--- src/hdl/assert_macros.svh ---
// ----------------------------------------------------------------------------
// Assertion macros
// Shared concurrent assertion macros for the dated rate table.
// ----------------------------------------------------------------------------
`ifndef ASSERT_MACROS_SVH
`define ASSERT_MACROS_SVH

`ifndef ASSERT_OFF

`define ASSERT_PROP(lbl, clk, rstn, prop, msg) \
    lbl: assert property (@(posedge clk) disable iff (!(rstn)) (prop)) else $error(msg);

`define ASSERT_NEVER(lbl, clk, rstn, expr, msg) \
    lbl: assert property (@(posedge clk) disable iff (!(rstn)) !(expr)) else $error(msg);

`else

`define ASSERT_PROP(lbl, clk, rstn, prop, msg)

`define ASSERT_NEVER(lbl, clk, rstn, expr, msg)

`endif

`endif

--- src/hdl/drfl_pkg.sv ---
// ----------------------------------------------------------------------------
// Dated rate table package
// Types, constants and the month length table shared by the rate table RTL.
// ----------------------------------------------------------------------------
package drfl_pkg;

    localparam int TABLE_DEPTH = 256;
    localparam int IDX_W       = (TABLE_DEPTH > 1) ? $clog2(TABLE_DEPTH) : 1;
    localparam int CNT_W       = $clog2(TABLE_DEPTH + 1);

    localparam int YEAR_W  = 14;
    localparam int MONTH_W = 7;
    localparam int DAY_W   = 7;
    localparam int KEY_W   = YEAR_W + MONTH_W + DAY_W;
    localparam int RATE_W  = 40;
    localparam int AMT_W   = 32;
    localparam int MAXV_W  = 31;
    localparam int PROD_W  = 50;
    localparam int FRAC_W  = 16;

    localparam int MUL_A_W = 31;
    localparam int MUL_B_W = 24;
    localparam int MUL_P_W = MUL_A_W + MUL_B_W;

    localparam logic [MAXV_W-1:0]  MAX_VALUE_RESET = 31'd65536000;
    // floor(year / 25) = (year * 5243) >> 17 for every 14-bit year.
    localparam logic [MUL_B_W-1:0] DIV25_RECIP     = 24'd5243;
    localparam int                 DIV25_SHIFT     = 17;
    localparam int                 QUOT_W          = 10;

    localparam logic [MONTH_W-1:0] MONTH_FEB = 7'd2;
    localparam logic [MONTH_W-1:0] MONTH_DEC = 7'd12;

    typedef enum logic [2:0] {
        ST_OK         = 3'd0,
        ST_BAD_DATE   = 3'd1,
        ST_NEGATIVE   = 3'd2,
        ST_TOO_LARGE  = 3'd3,
        ST_NO_EARLIER = 3'd4,
        ST_EMPTY      = 3'd5,
        ST_FULL       = 3'd6
    } status_t;

    typedef enum logic {
        MODE_LOAD  = 1'b0,
        MODE_QUERY = 1'b1
    } mode_t;

    typedef enum logic [3:0] {
        S_IDLE,
        S_DECODE,
        S_CHECK,
        S_SCAN,
        S_WRITE,
        S_MUL_LO,
        S_MUL_HI,
        S_SUM,
        S_DONE
    } fsm_state_t;

    typedef struct packed {
        logic                      mode;
        logic [YEAR_W-1:0]         year;
        logic [MONTH_W-1:0]        month;
        logic [DAY_W-1:0]          day;
        logic [RATE_W-1:0]         entry_rate;
        logic signed [AMT_W-1:0]   amount;
    } in_req_t;

    typedef struct packed {
        status_t                   status;
        logic [RATE_W-1:0]         found_rate;
        logic [PROD_W-1:0]         product;
    } out_req_t;

    function automatic logic [4:0] month_days(input logic [3:0] month);
        logic [4:0] days;
        case (month) inside
            4'd1, 4'd3, 4'd5, 4'd7, 4'd8, 4'd10, 4'd12: days = 5'd31;
            4'd4, 4'd6, 4'd9, 4'd11:                    days = 5'd30;
            4'd2:                                       days = 5'd28;
            default:                                    days = 5'd0;
        endcase
        return days;
    endfunction

endpackage

--- src/hdl/drfl_mul.sv ---
// ----------------------------------------------------------------------------
// Shared multiplier
// Registered 31 x 24 bit unsigned multiplier reused by the sequencer.
// ----------------------------------------------------------------------------
module drfl_mul (
    input  logic                          aclk,
    input  logic [drfl_pkg::MUL_A_W-1:0]  op_a,
    input  logic [drfl_pkg::MUL_B_W-1:0]  op_b,
    output logic [drfl_pkg::MUL_P_W-1:0]  mul_p
);
    import drfl_pkg::*;

    logic [MUL_P_W-1:0] prod_reg;

    always_ff @(posedge aclk) begin
        prod_reg <= MUL_P_W'(op_a) * MUL_P_W'(op_b);
    end

    assign mul_p = prod_reg;

endmodule

--- config.mk ---
export PLATFORM = sky130hd
export DESIGN_NAME = drfl_mul
export DESIGN_NICKNAME = d
export VERILOG_FILES = /design/src/hdl/assert_macros.svh /design/src/hdl/drfl_pkg.sv /design/src/hdl/drfl_mul.sv
export SDC_FILE = /design/constraint.sdc
export NUM_CORES = 2
export LEC_CHECK = 0
export BUFFER_PORTS_ARGS = -buffer_cell sky130_fd_sc_hd__buf_2
export CAP_MARGIN = 20
export CELL_PAD_IN_SITES_DETAIL_PLACEMENT = 1
export CELL_PAD_IN_SITES_GLOBAL_PLACEMENT = 2
export CORE_ASPECT_RATIO = 0.9
export CORE_UTILIZATION = 38
export DETAILED_ROUTE_END_ITERATION = 10
export GPL_TIMING_DRIVEN = 0
export MAX_ROUTING_LAYER = met4
export PLACE_DENSITY_LB_ADDON = 0.1
export SLEW_MARGIN = 40
export SYNTH_ARGS = -nofsm -noshare
export SYNTH_HDL_FRONTEND = slang
export SYNTH_SLANG_ARGS = --single-unit
--- constraint.sdc ---
create_clock -name aclk -period 8.2 [get_ports aclk]
set_input_delay 1.64 -clock aclk [delete_from_list [all_inputs] [get_ports aclk]]
set_output_delay 1.64 -clock aclk [all_outputs]
set_load 0.005 [all_outputs]
==> impl_metrics.yaml <==
logic_synthesis:
  yosysUniqueCellTypes: 50
  synth_top_area_share: 0.502
  synth_common_cells: "inv_1 (690), fa_1 (636), and2_1 (398), nand2_1 (391), ha_1 (181)"
  synthTopCellsByArea: "fa_1 (50%), inv_1 (10%), and2_1 (9.8%)"
  netlist_area_um2: 25300
  synth.largest_area_cell: "fa_1"
  synth_fp_nets: 3699
  ys_warn_count: 0
  async_flop_share: 0
  synth.avg_cell_area_um2: 8.97
  ys_seq_area_frac: 0.0435
  synth-edff-count: 0
  synth_cells: 2826
  synth_most_common_cell: "inv_1"
  synth-seq-cells: 55
  dominantRegCellSynth: "dfxtp_1"
setup_path:
  crit_fanout: 10
  cp-start-kind: "primary input"
  crit_required_ns: 8.44
  crit_path_end_kind: "flop"
  worstPathArrival_ns: 8.54
  critPathKind: "in -> reg"
route:
  highest_layer: "met4"
  wl_met2_um: 50800
  drt-wirelength-per-cell_um: 26.4
  wl_met3_um: 4800
  drtIter0Drc: 1097
  m1WireLength_um: 41700
  postRouteAntennaNets: 0
  drt_pass1_iterations: 8
  vias: 20500
  vias_per_cell: 5.22
  drc: 14
  wl_um: 104000
status:
  violations: "DRC, setup timing"
  status: "complete, but fails checks"
cts:
  cts.sink_count: 55
  htree_levels: 2
  cts_tree: "yes"
  cts_buffers: 5
  clk_path_buf_depth: 2
  clkTransAtPathRegs_ns: 0.07
  cts_root_buf: "clkbuf_16"
global_routing:
  grt_first_pass_wirelength_um: 153000
  grt_pass1_vias: 23500
  track_usage: 0.325
  grt-ovfl-total: 0
  grt_max_degree: 18
  antenna_found_initial: 13
sta:
  rsz0062_at_grt: "yes"
  hold_viol: 0
  hold-worst-slack_ns: 1.67
  period_share: 1.01
  timing.fmax_mhz: 120
  setup_viol_count_final: 4
  worst_slack_ns: -0.108
  finalMaxSlewViolations: 0
  relSlewSlack: 0.526
  min_period_ns: 8.31
  max_slew.worst_pin.slew_ns: 0.711
floorplan:
  die_y_um: 247
  die-width_um: 274
  boundaryPins: 111
  rows: 89
  initial_core_util: 0.386
  core-area_um2: 65700
  design.die.area_um2: 67700
cells_and_area:
  syn_to_final_growth_pct: 23.1
  drive_gt1_frac: 0.167
  fin_util: 0.475
  layout.nets: 3932
  regArea_um2: 1100
  largest_register_ffs: 55
  filler_cell_count: 7474
  multi_input_area_um2: 21700
place:
  place_congestion: 0.944
  port_buffers: 110
  hpwlAfterDp_um: 83400
run:
  drv_cap: 0
worst_hold_path:
  worst_hold_path_type: "in -> reg"
==> cell families (layout without fill, tap and decap cells) <==
| group | Yosys count | count (layout) | share of synthesized area |
|---|---|---|---|
| AO/OA/AOI/OAI | 176 | 176 | 0.0460 |
| XOR/XNOR | 47 | 47 | 0.0162 |
| adder cells (fa/ha/maj) | 817 | 817 | 0.592 |
| buffers and inverters | 840 | 1074 | 0.125 |
| flip-flops | 55 | 55 | 0.0435 |
| other | 0 | 8 | 0 |
| AND/OR/NAND/NOR | 891 | 891 | 0.178 |
==> layout make-up <==
class,count,area share
repair buffers,230,0.0614
diodes,8,0.000642
flip-flops and latches,55,0.0353
well taps,864,0.0347
clock inverters,2,0.000522
multi-input cells,1931,0.695
clock buffers,6,0.00413
inverters,690,0.0831
plain buffers,146,0.0857
==> worst max-delay path: stages <==
cell	delay (ns)
buf_6	0.13
buf_8	0.16
and2_1	0.18
fa_1	0.51
fa_1	0.58
fa_2	0.50
fa_2	0.62
fa_2	0.49
fa_1	0.53
inv_2	0.04
fa_1	0.51
inv_2	0.05
ha_4	0.25
buf_6	0.10
nand2_4	0.05
or4_4	0.54
or4_4	0.42
o32a_1	0.26
a21o_1	0.25
a211oi_4	0.35
or2_4	0.21
xor2_1	0.15
==> repair_timing <==
action / in CTS / in global routing
pin swaps: 79 / 56
hold buffers: 0 / 0
endpoints found under the setup margin: 31 / 18
gates cloned: 5 / 2
gates resized for setup: 572 / 121
setup buffers: 81 / 33
==> worst paths after layout <==
path	startpoint	to	slack, ns	cells past startpoint
worst max-delay path	op_a[7]	mul_p[44]	-0.11	22
worst min-delay path	op_a[0]	mul_p[0]	1.67	2
==> metal layers <==
layer,GRT usage,vias up
met1,0.398,11000
li1,-,8685
met3,0.0285,231
met2,0.541,621
met4,0.156,0
met5,-,-
==> stage by stage <==
step	setup TNS [ns]	instances	setup WS, ns	instance area [um^2]
after global routing	-0.628	3927	-0.183	31200
after floorplan	0	2826	0.0794	25300
final	-0.250	3932	-0.108	31200
after CTS	-0.0481	3891	-0.0253	30400
after global placement	-38.96	3800	-1.82	27000
after detailed placement	-33.36	3800	-1.65	27000
==> cells in the final DEF (no fill, tap or decap), types with 17 or more instances in the layout <==
cell type  synthesis  layout
a21oi_1           52      48
o21ai_0           25      20
a21o_1            31      31
buf_2              4      61
buf_4              0     115
clkbuf_16          0      86
fa_2               0      38
buf_6              0      31
and2_4             0      22
dfxtp_1           55      55
buf_8              0      19
nand3_1           18      17
nand2_1          391     384
nor2_1            31      30
xnor2_1           31      31
inv_1            690     675
ha_1             181     166
and2_1           398     375
fa_1             636     598
clkbuf_8           0      21
Power is not shown: default switching activity piles up to over one toggle a cycle in this logic, so the estimate is an artifact.
